==> src/hdl/wbc_pkg.sv <==
`timescale 1ns / 1ps
`default_nettype none

package wbc_pkg;

    localparam logic [29:0] MOD_ONE    = 30'd1000000007;
    localparam logic [29:0] MOD_TWO    = 30'd1000000009;
    localparam logic [19:0] BASE_RESET = 20'd131;
    localparam logic        OP_WORD    = 1'b0;
    localparam logic        OP_TEXT    = 1'b1;

    typedef struct packed {
        logic       opcode;
        logic [4:0] letter;
        logic       last;
    } item_t;

    typedef struct packed {
        logic [29:0] ways;
        logic        overflow;
    } result_t;

    // operand selection for the modular multipliers
    typedef enum logic [1:0] {
        MSEL_WORD   = 2'd0,
        MSEL_PREFIX = 2'd1,
        MSEL_POWER  = 2'd2,
        MSEL_CHECK  = 2'd3
    } msel_t;

    typedef struct packed {
        logic  accept;
        logic  mul_start;
        msel_t msel;
        logic  word_upd;
        logic  word_clr;
        logic  w_clr;
        logic  w_inc;
        logic  dict_rd;
        logic  dict_wr;
        logic  set_ovf;
        logic  pref_latch;
        logic  text_store;
        logic  split_init;
        logic  row_rd;
        logic  row_ld;
        logic  split_wr;
        logic  i_dec;
        logic  ent_ld;
        logic  chk_done;
        logic  finish;
    } cmd_t;

    typedef struct packed {
        logic mul_done;
        logic is_text;
        logic is_last;
        logic text_full;
        logic word_long;
        logic w_end;
        logic dict_hit;
        logic dict_full;
        logic n_zero;
        logic i_zero;
        logic ent_skip;
    } sts_t;

endpackage

`default_nettype wire

==> src/hdl/wbc_ctrl.sv <==
`timescale 1ns / 1ps
`default_nettype none

module wbc_ctrl (
    input  wire logic           clk,
    input  wire logic           rst_n,
    input  wire logic           start,
    input  wire wbc_pkg::sts_t  sts,
    output wbc_pkg::cmd_t       cmd,
    output logic                busy
);

    typedef enum logic [14:0] {
        S_IDLE     = 15'b000000000000001,
        S_LOAD     = 15'b000000000000010,
        S_WMUL     = 15'b000000000000100,
        S_WEND     = 15'b000000000001000,
        S_SRCH     = 15'b000000000010000,
        S_SRCH_CMP = 15'b000000000100000,
        S_TMUL_P   = 15'b000000001000000,
        S_TMUL_W   = 15'b000000010000000,
        S_CNT_INIT = 15'b000000100000000,
        S_ROW      = 15'b000001000000000,
        S_ROW_LD   = 15'b000010000000000,
        S_ENT      = 15'b000100000000000,
        S_ENT_LD   = 15'b001000000000000,
        S_ENT_MUL  = 15'b010000000000000,
        S_ENT_WAIT = 15'b100000000000000
    } state_t;

    state_t state_reg, state_next;

    always_comb
    begin
        cmd        = '0;
        cmd.msel   = wbc_pkg::MSEL_WORD;
        state_next = state_reg;
        unique case (state_reg)
            S_IDLE:
            begin
                if (start)
                begin
                    cmd.accept = 1'b1;
                    state_next = S_LOAD;
                end
            end
            S_LOAD:
            begin
                if (!sts.is_text)
                begin
                    cmd.mul_start = 1'b1;
                    state_next    = S_WMUL;
                end
                else if (sts.text_full)
                begin
                    cmd.set_ovf = 1'b1;
                    state_next  = sts.is_last ? S_CNT_INIT : S_IDLE;
                end
                else
                begin
                    cmd.mul_start = 1'b1;
                    cmd.msel      = wbc_pkg::MSEL_PREFIX;
                    state_next    = S_TMUL_P;
                end
            end
            S_WMUL:
            begin
                if (sts.mul_done)
                begin
                    cmd.word_upd = 1'b1;
                    state_next   = sts.is_last ? S_WEND : S_IDLE;
                end
            end
            S_WEND:
            begin
                if (sts.word_long)
                begin
                    cmd.word_clr = 1'b1;
                    state_next   = S_IDLE;
                end
                else
                begin
                    cmd.w_clr  = 1'b1;
                    state_next = S_SRCH;
                end
            end
            S_SRCH:
            begin
                if (sts.w_end)
                begin
                    cmd.dict_wr  = !sts.dict_full;
                    cmd.set_ovf  = sts.dict_full;
                    cmd.word_clr = 1'b1;
                    state_next   = S_IDLE;
                end
                else
                begin
                    cmd.dict_rd = 1'b1;
                    state_next  = S_SRCH_CMP;
                end
            end
            S_SRCH_CMP:
            begin
                if (sts.dict_hit)
                begin
                    cmd.word_clr = 1'b1;
                    state_next   = S_IDLE;
                end
                else
                begin
                    cmd.w_inc  = 1'b1;
                    state_next = S_SRCH;
                end
            end
            S_TMUL_P:
            begin
                if (sts.mul_done)
                begin
                    cmd.pref_latch = 1'b1;
                    cmd.mul_start  = 1'b1;
                    cmd.msel       = wbc_pkg::MSEL_POWER;
                    state_next     = S_TMUL_W;
                end
            end
            S_TMUL_W:
            begin
                if (sts.mul_done)
                begin
                    cmd.text_store = 1'b1;
                    state_next     = sts.is_last ? S_CNT_INIT : S_IDLE;
                end
            end
            S_CNT_INIT:
            begin
                if (sts.n_zero)
                begin
                    cmd.finish = 1'b1;
                    state_next = S_IDLE;
                end
                else
                begin
                    cmd.split_init = 1'b1;
                    state_next     = S_ROW;
                end
            end
            S_ROW:
            begin
                cmd.row_rd = 1'b1;
                state_next = S_ROW_LD;
            end
            S_ROW_LD:
            begin
                cmd.row_ld = 1'b1;
                state_next = S_ENT;
            end
            S_ENT:
            begin
                if (sts.w_end)
                begin
                    cmd.split_wr = 1'b1;
                    if (sts.i_zero)
                    begin
                        cmd.finish = 1'b1;
                        state_next = S_IDLE;
                    end
                    else
                    begin
                        cmd.i_dec  = 1'b1;
                        state_next = S_ROW;
                    end
                end
                else
                begin
                    cmd.dict_rd = 1'b1;
                    state_next  = S_ENT_LD;
                end
            end
            S_ENT_LD:
            begin
                if (sts.ent_skip)
                begin
                    cmd.w_inc  = 1'b1;
                    state_next = S_ENT;
                end
                else
                begin
                    cmd.ent_ld = 1'b1;
                    state_next = S_ENT_MUL;
                end
            end
            S_ENT_MUL:
            begin
                cmd.mul_start = 1'b1;
                cmd.msel      = wbc_pkg::MSEL_CHECK;
                state_next    = S_ENT_WAIT;
            end
            S_ENT_WAIT:
            begin
                if (sts.mul_done)
                begin
                    cmd.chk_done = 1'b1;
                    cmd.w_inc    = 1'b1;
                    state_next   = S_ENT;
                end
            end
            default:
            begin
                state_next = S_IDLE;
            end
        endcase
    end

    always_ff @(posedge clk or negedge rst_n)
    begin
        if (!rst_n)
            state_reg <= S_IDLE;
        else
            state_reg <= state_next;
    end

    assign busy = (state_reg != S_IDLE);

endmodule

`default_nettype wire

==> config.mk <==
export PLATFORM = sky130hd
export DESIGN_NAME = wbc_ctrl
export DESIGN_NICKNAME = d
export VERILOG_FILES = /design/src/hdl/wbc_pkg.sv /design/src/hdl/wbc_ctrl.sv
export SDC_FILE = /design/constraint.sdc
export NUM_CORES = 1
export LEC_CHECK = 0
export ABC_AREA = 1
export BUFFER_PORTS_ARGS = -buffer_cell sky130_fd_sc_hd__clkbuf_2
export CAP_MARGIN = 10
export CORE_ASPECT_RATIO = 0.8
export CORE_MARGIN = 8
export CORE_UTILIZATION = 51
export DETAILED_ROUTE_END_ITERATION = 8
export GPL_TIMING_DRIVEN = 0
export PLACE_DENSITY = 0.84
export SLEW_MARGIN = 30
export SYNTH_ARGS = -nofsm -noshare
export SYNTH_HDL_FRONTEND = slang
export SYNTH_SLANG_ARGS = --single-unit
==> constraint.sdc <==
create_clock -name clk -period 1.9 [get_ports clk]
set_input_delay 0.19 -clock clk [delete_from_list [all_inputs] [get_ports clk]]
set_output_delay 0.19 -clock clk [all_outputs]
set_load 0.1 [all_outputs]
==> results.json, run 1 <==
{
  "status": "stopped before the end",
  "haltStage": "5_1_grt",
  "firstError": "[ERROR DPL-0038] Utilization greater than 100%, impossible to legalize",
  "yosysTopAreaCellShare_pct": 28.2,
  "clk_path_buf_depth": 2,
  "die_h_um": 60.1,
  "synth_area_leaders": "dfrtp_1 28%, nand2_1 15%, nor2_1 12%, nand3_1 8.9%, inv_1 7.3%",
  "rows": 16,
  "grt_max_degree": 16,
  "die_width_um": 71.2,
  "ys_top_cells_by_count": "49 x nand2_1, 39 x nor2_1, 24 x inv_1, 22 x nand3_1, 14 x dfrtp_1",
  "synth_fp_nets": 213,
  "dpl.hpwl_um": 2680,
  "port_buffers": 35,
  "numCtsBuffers": 3,
  "synth_cells": 199,
  "synth_top_cell_by_area": "dfrtp_1",
  "ys.flop_type": "dfrtp_1",
  "syn_area_per_cell_um2": 6.24,
  "crit_endpoint": "cmd[13]",
  "yosysWarnings": 0,
  "worst_path_end_type": "primary output",
  "synth_edf_count": 0,
  "place_congestion": 0.867,
  "start_util_pct": 52.1,
  "io_pins": 36,
  "async_reset_ff_share_pct": 100,
  "htree_levels": 1,
  "cts.sinks": 15,
  "synth-seq-cells": 15,
  "ys_types": 23,
  "ys_seq_area_share_pct": 30.3,
  "netlist_area_um2": 1240,
  "synth_most_common_cell": "nand2_1",
  "clockRootBuffer": "clkbuf_4"
}
==> through the flow <==
step,hold WS [ns],worst slack [ns],cells,instance area (µm²)
3_3_place_gp,0.133,-0.220,261,1600
3_5_place_dp,0.131,-0.221,261,1600
2_1_floorplan,-0.106,-0.711,199,1390
4_1_cts,0.111,-0.162,291,2320
==> cells by family after synthesis <==
kind of cell | count (synthesis) | share of synthesized area [%]
flip-flops | 15 | 30.3
buffers and inverters | 29 | 9.68
AO/OA/AOI/OAI | 16 | 7.06
AND/OR/NAND/NOR | 139 | 52.9
==> timing repair <==
action | CTS
gates resized for setup | 92
pin swaps | 25
cloned | 1
endpoints found under the setup margin | 22
buffers inserted | 24
hold endpoints to repair | 14
hold buffers | 1
==> run 2, diff against run 1 <==
--- a/config.mk
+++ b/config.mk
@@ -8,12 +8,11 @@
 export ABC_AREA = 1
 export BUFFER_PORTS_ARGS = -buffer_cell sky130_fd_sc_hd__clkbuf_2
 export CAP_MARGIN = 10
-export CORE_ASPECT_RATIO = 0.8
-export CORE_MARGIN = 8
-export CORE_UTILIZATION = 51
+export CORE_AREA = 8 8 69 71
 export DETAILED_ROUTE_END_ITERATION = 8
+export DIE_AREA = 0 0 77 79
 export GPL_TIMING_DRIVEN = 0
-export PLACE_DENSITY = 0.84
+export PLACE_DENSITY_LB_ADDON = 0.15
 export SLEW_MARGIN = 30
 export SYNTH_ARGS = -nofsm -noshare
 export SYNTH_HDL_FRONTEND = slang
==> results.json, run 2 <==
{
  "die_width_um": 77,
  "crit_end": "cmd[13]",
  "p_switching_mw": 0.993,
  "power_frac_comb_pct": 66.9,
  "tightestPinTransition_ns": 0.413,
  "cp_max_fo": 6,
  "dp_cells": 284,
  "reg2reg_slack_ns": 0.21,
  "yosysTopAreaCellShare_pct": 28.2,
  "htree_levels": 1,
  "final_common_cell": "nand2_1",
  "stdcell_count": 318,
  "worst_slack_ns": -0.154,
  "synth_xor_area_share_pct": 0,
  "ys.flop_type": "dfrtp_1",
  "clockRootBuffer": "clkbuf_8",
  "synth-seq-cells": 15,
  "yosysWarnings": 0,
  "die_h_um": 79,
  "fin_crit_ns": 2.05,
  "p_per_area_nw_per_um2": 827,
  "grt_use_total_pct": 13.2,
  "drt_iter0_markers": 32,
  "synth_compound_area_share_pct": 7.06,
  "ys_types": 23,
  "hp-class": "input port to register",
  "synth_cells": 199,
  "grt_max_degree": 16,
  "rows": 23,
  "worstRegToRegCells": 11,
  "synth_area_leaders": "dfrtp_1 28%, nand2_1 15%, nor2_1 12%, nand3_1 8.9%, inv_1 7.3%",
  "setup_viol": 10,
  "place_congestion": 0.781,
  "synth_mux_area_share_pct": 0,
  "tns_ns": -0.601,
  "fillers": 327,
  "avgRoutedWirePerCell_um": 13.4,
  "synth_top_family_by_area": "simple AND/OR/NAND/NOR gates",
  "drv_slew": 0,
  "async_reset_ff_share_pct": 100,
  "endpoint_kind": "primary output",
  "r2r_end": "state_reg[0]",
  "totalWireLength_um": 4260,
  "startpoint": "state_reg[13]",
  "period_share_pct": 108,
  "dpl.hpwl_um": 2910,
  "arrival_ns": 1.86,
  "clk_path_buf_depth": 2,
  "grt_pass1_wl_um": 6560,
  "start_util_pct": 32.7,
  "path_class": "register to primary output",
  "leakage_nw": 1.20,
  "power.share.switching_pct": 49.6,
  "seqPwrFrac_pct": 19.4,
  "status": "finished with violations",
  "synthSimpleGateAreaFrac_pct": 52.9,
  "cts.sinks": 15,
  "vias": 1500,
  "drcViolationCount": 0,
  "rsz0062_at_grt": "true",
  "syn_to_final_growth_pct": 95.2,
  "multi_input_area_um2": 1060,
  "largest_register_ffs": 15,
  "violations": "negative setup slack",
  "cts.clk_slew.worst_paths_ns": 0.07,
  "antenna_found_initial": 0,
  "synth_top_cell_by_area": "dfrtp_1",
  "io_pins": 36,
  "port_buffers": 35,
  "maxCapViolCount": 0,
  "viasPerCell": 4.72,
  "hold_viol": 0,
  "synth_edf_count": 0,
  "fmax_ghz": 0.487,
  "insertion_delay_ns": 0.26,
  "worstPathRequired_ns": 1.71,
  "ys_top_cells_by_count": "49 x nand2_1, 39 x nor2_1, 24 x inv_1, 22 x nand3_1, 14 x dfrtp_1",
  "power_frac_clock_pct": 13.7,
  "die-area_um2": 6080,
  "internal_power_mw": 1.01,
  "seqCellArea_um2": 377,
  "coreArea_um2": 3800,
  "peakVddDrop_mv": 1.24,
  "nets": 283,
  "antenna_cells": 0,
  "netlist_area_um2": 1240,
  "cts_tree": "yes",
  "grt-ovfl-total": 0,
  "drive_gt1_share_pct": 53.0,
  "antenna_left": 0,
  "synthAdderAreaFrac_pct": 0,
  "ys_seq_area_share_pct": 30.3,
  "post-place-ws_ns": -0.304,
  "final_cell_mix": "35 x nand2_1, 26 x buf_4, 22 x nor2_1",
  "critPathLaunchType": "register",
  "drtPass1Iterations": 4,
  "synth_most_common_cell": "nand2_1",
  "first_global_vias": 1459,
  "r2r-start": "state_reg[13]",
  "syn_area_per_cell_um2": 6.24,
  "synth_fp_nets": 213,
  "numCtsBuffers": 3,
  "clock_skew_ns": 0.00400,
  "max-slew-margin-rel_pct": 72.5
}
[run 2: cell counts after synthesis]
Identical to the previous run, type by type.
[run 2: repair_timing]
action                     in CTS  in global routing
hold endpoints to repair       14                  0
setup endpoints to repair      22                 21
cloned                          1                  0
pin swaps                      15                 21
resized for setup              71                 50
buffers inserted               15                 13
hold buffers                    1                  0
[run 2: logic make-up (layout without fill, tap and decap cells)]
logic type / Yosys count / after routing
buffers and inverters: 29 / 98
flip-flops: 15 / 15
AO/OA/AOI/OAI: 16 / 16
AND/OR/NAND/NOR: 139 / 139
[run 2: power by group through the flow]
stage	Combinational, mW	Sequential (mW)	Clock (mW)
final	1.34	0.388	0.275
after global routing	1.44	0.393	0.291
after CTS	1.14	0.388	0.284
after detailed placement	0.919	0.394	0
after global placement	0.915	0.394	0
after floorplan	0.769	0.389	0
[run 2: how the worst min path moves through the flow]
stage            from             to  slack, ns  depth (start not counted)
2_1_floorplan   rst_n  state_reg[10]      -0.11                          0
3_3_place_gp    rst_n  state_reg[10]       0.15                          1
3_5_place_dp    rst_n  state_reg[10]       0.14                          1
4_1_cts        sts[0]  state_reg[13]       0.15                          2
5_1_grt        sts[0]  state_reg[13]       0.16                          2
6_report       sts[0]  state_reg[13]       0.15                          2
[run 2: critical path, cell delays in order (launching register included)]
cell and delay (ns):
dfrtp_1 0.41, nor2_4 0.14, nand2_4 0.10, nor2_4 0.17, buf_6 0.12, nand2_2 0.05, or2_4 0.24, o211ai_1 0.10
clkbuf_8 0.28
[run 2: cell type report]
cell class	count	area share (%)
plain buffers	2	0.930
clock buffers	3	1.70
clock inverters	1	0.207
inverters	27	4.39
multi-input cells	155	44.0
flip-flops and latches	15	15.5
well taps	50	2.58
repair buffers	65	30.7
[run 2: stage by stage]
step	utilization (%)	cell area, µm²	power (mW)	hold slack, ns
after CTS	56.5	2150	1.81	0.151
after global routing	63.8	2420	2.12	0.159
after global placement	43.0	1630	1.31	0.146
final	63.8	2420	2.00	0.153
after floorplan	-	1390	1.16	-0.106
after detailed placement	43.0	1630	1.31	0.144
[run 2: per-layer routing]
layer	GRT usage, %	routed length (µm)	up-vias
met5	0	0	-
met4	3.58	71	0
met3	2.82	140	8
met2	25.7	2390	24
met1	14.1	1650	704
li1	-	-	764
Note: power is estimated with default switching activity, not from simulation.
==> run 3, diff against run 2 <==
--- a/config.mk
+++ b/config.mk
@@ -8,10 +8,11 @@
 export ABC_AREA = 1
 export BUFFER_PORTS_ARGS = -buffer_cell sky130_fd_sc_hd__clkbuf_2
 export CAP_MARGIN = 10
-export CORE_AREA = 8 8 69 71
+export CORE_MARGIN = 8
+export CORE_UTILIZATION = 25
 export DETAILED_ROUTE_END_ITERATION = 8
-export DIE_AREA = 0 0 77 79
 export GPL_TIMING_DRIVEN = 0
+export MAX_ROUTING_LAYER = met4
 export PLACE_DENSITY_LB_ADDON = 0.15
 export SLEW_MARGIN = 30
 export SYNTH_ARGS = -nofsm -noshare
==> results.json, run 3 (synthesized netlist as in run 2, its figures left out) <==
{
  "die-area_um2": 7480,
  "clockRootBuffer": "clkbuf_8",
  "antenna_left": 0,
  "period_share_pct": 109,
  "worst_slack_ns": -0.164,
  "multi_input_area_um2": 1080,
  "insertion_delay_ns": 0.25,
  "drtPass1Iterations": 4,
  "tightestPinTransition_ns": 0.424,
  "fin_crit_ns": 2.06,
  "holdPathStages": 2,
  "coreArea_um2": 4750,
  "grt_use_total_pct": 12.2,
  "worstRegToRegCells": 14,
  "start_util_pct": 26.1,
  "drive_gt1_share_pct": 52.8,
  "die_width_um": 86.5,
  "maxCapViolCount": 0,
  "viasPerCell": 4.40,
  "cp_max_fo": 4,
  "largest_register_ffs": 15,
  "nets": 284,
  "path_class": "register to primary output",
  "grt-ovfl-total": 0,
  "leakage_nw": 1.22,
  "fillers": 480,
  "rsz0062_at_grt": "true",
  "peakVddDrop_mv": 0.941,
  "hp-class": "input port to register",
  "fmax_ghz": 0.484,
  "cts.sinks": 15,
  "endpoint_kind": "primary output",
  "die_h_um": 86.5,
  "numCtsBuffers": 3,
  "final_cell_mix": "35 x nand2_1, 24 x buf_4, 23 x nor2_4",
  "cts.clk_slew.worst_paths_ns": 0.07,
  "antenna_found_initial": 0,
  "drcViolationCount": 0,
  "htree_levels": 1,
  "status": "finished with violations",
  "clk_path_buf_depth": 2,
  "io_pins": 36,
  "worstPathRequired_ns": 1.71,
  "setup_viol": 11,
  "antenna_cells": 0,
  "place_congestion": 0.809,
  "critPathLaunchType": "register",
  "post-place-ws_ns": -0.355,
  "avgRoutedWirePerCell_um": 12.6,
  "port_buffers": 35,
  "first_global_vias": 1526,
  "tns_ns": -0.722,
  "stdcell_count": 336,
  "grt_pass1_wl_um": 7120,
  "totalWireLength_um": 4220,
  "vias": 1479,
  "drt_iter0_markers": 34,
  "syn_to_final_growth_pct": 102,
  "dpl.hpwl_um": 3110,
  "clock_skew_ns": 0.00102,
  "drv_slew": 0,
  "finish.utilization_pct": 52.6,
  "rows": 25,
  "final_common_cell": "nand2_1",
  "finalPower_mw": 2.01,
  "grt_max_degree": 16,
  "cts_tree": "yes",
  "violations": "negative setup slack",
  "dp_cells": 301,
  "arrival_ns": 1.87,
  "hold_viol": 0,
  "p_per_area_nw_per_um2": 802,
  "seqCellArea_um2": 378,
  "max-slew-margin-rel_pct": 71.7
}
[run 3: changes by cell type in the layout (fill, tap and decap cells not counted), sizes merged]
cell and change:
clkbuf +1, buf +1, clkinv -1
[run 3: metal layers]
| metal | vias up | wire (µm) | global-route usage (%) |
|---|---|---|---|
| met4 | 0 | 63 | 2.82 |
| met2 | 26 | 2260 | 21.9 |
| met1 | 678 | 1710 | 13.0 |
| met3 | 6 | 190 | 3.31 |
| li1 | 769 | - | - |
| met5 | - | 0 | - |
[run 3: worst max-delay path, cell delays in order, from the launching register on]
cell and delay [ns]:
dfrtp_2 0.44, nor2_4 0.15, nand2_4 0.10, nor2_4 0.14, buf_6 0.11, nand2_2 0.05
or2_4 0.24, o211ai_1 0.11, clkbuf_8 0.28
[run 3: path summary, 6_finish.rpt]
kind	startpoint	end	slack [ns]
max	state_reg[12]	cmd[13]	-0.16
min	sts[0]	state_reg[13]	0.15
max reg2reg	state_reg[12]	state_reg[0]	0.05
min reg2reg	state_reg[6]	state_reg[6]	0.59
max in group asynchronous	rst_n	state_reg[0]	1.17
min in group asynchronous	rst_n	state_reg[13]	0.40
[run 3: through the flow]
step / area (µm²) / hold slack [ns]
finish: 2500 / 0.150
detailed placement: 1650 / 0.150
floorplan: 1390 / -0.106
global placement: 1650 / 0.153
global route: 2500 / 0.149
CTS: 2190 / 0.147
[run 3: cell type report]
cell class,instances,share of cell area (%)
Clock buffer,4,1.80
Sequential cell,15,15.1
Timing Repair Buffer,66,31.5
Buffer,2,0.900
Tap cell,67,3.35
Inverter,27,4.25
Multi-Input combinational cell,155,43.2
[run 3: where the power goes]
group	internal [mW]	total [mW]	switching [mW]
registers	0.360	0.393	0.0330
logic	0.494	1.34	0.844
clock network	0.149	0.276	0.127
[run 3: repair_timing]
| item | 4_1_cts | 5_1_grt |
|---|---|---|
| buffers inserted | 16 | 14 |
| hold buffers | 1 | 0 |
| resized for setup | 75 | 53 |
| pin swaps | 18 | 30 |
| hold endpoints to repair | 14 | 0 |
| cloned | 1 | 0 |
| setup endpoints to repair | 22 | 22 |
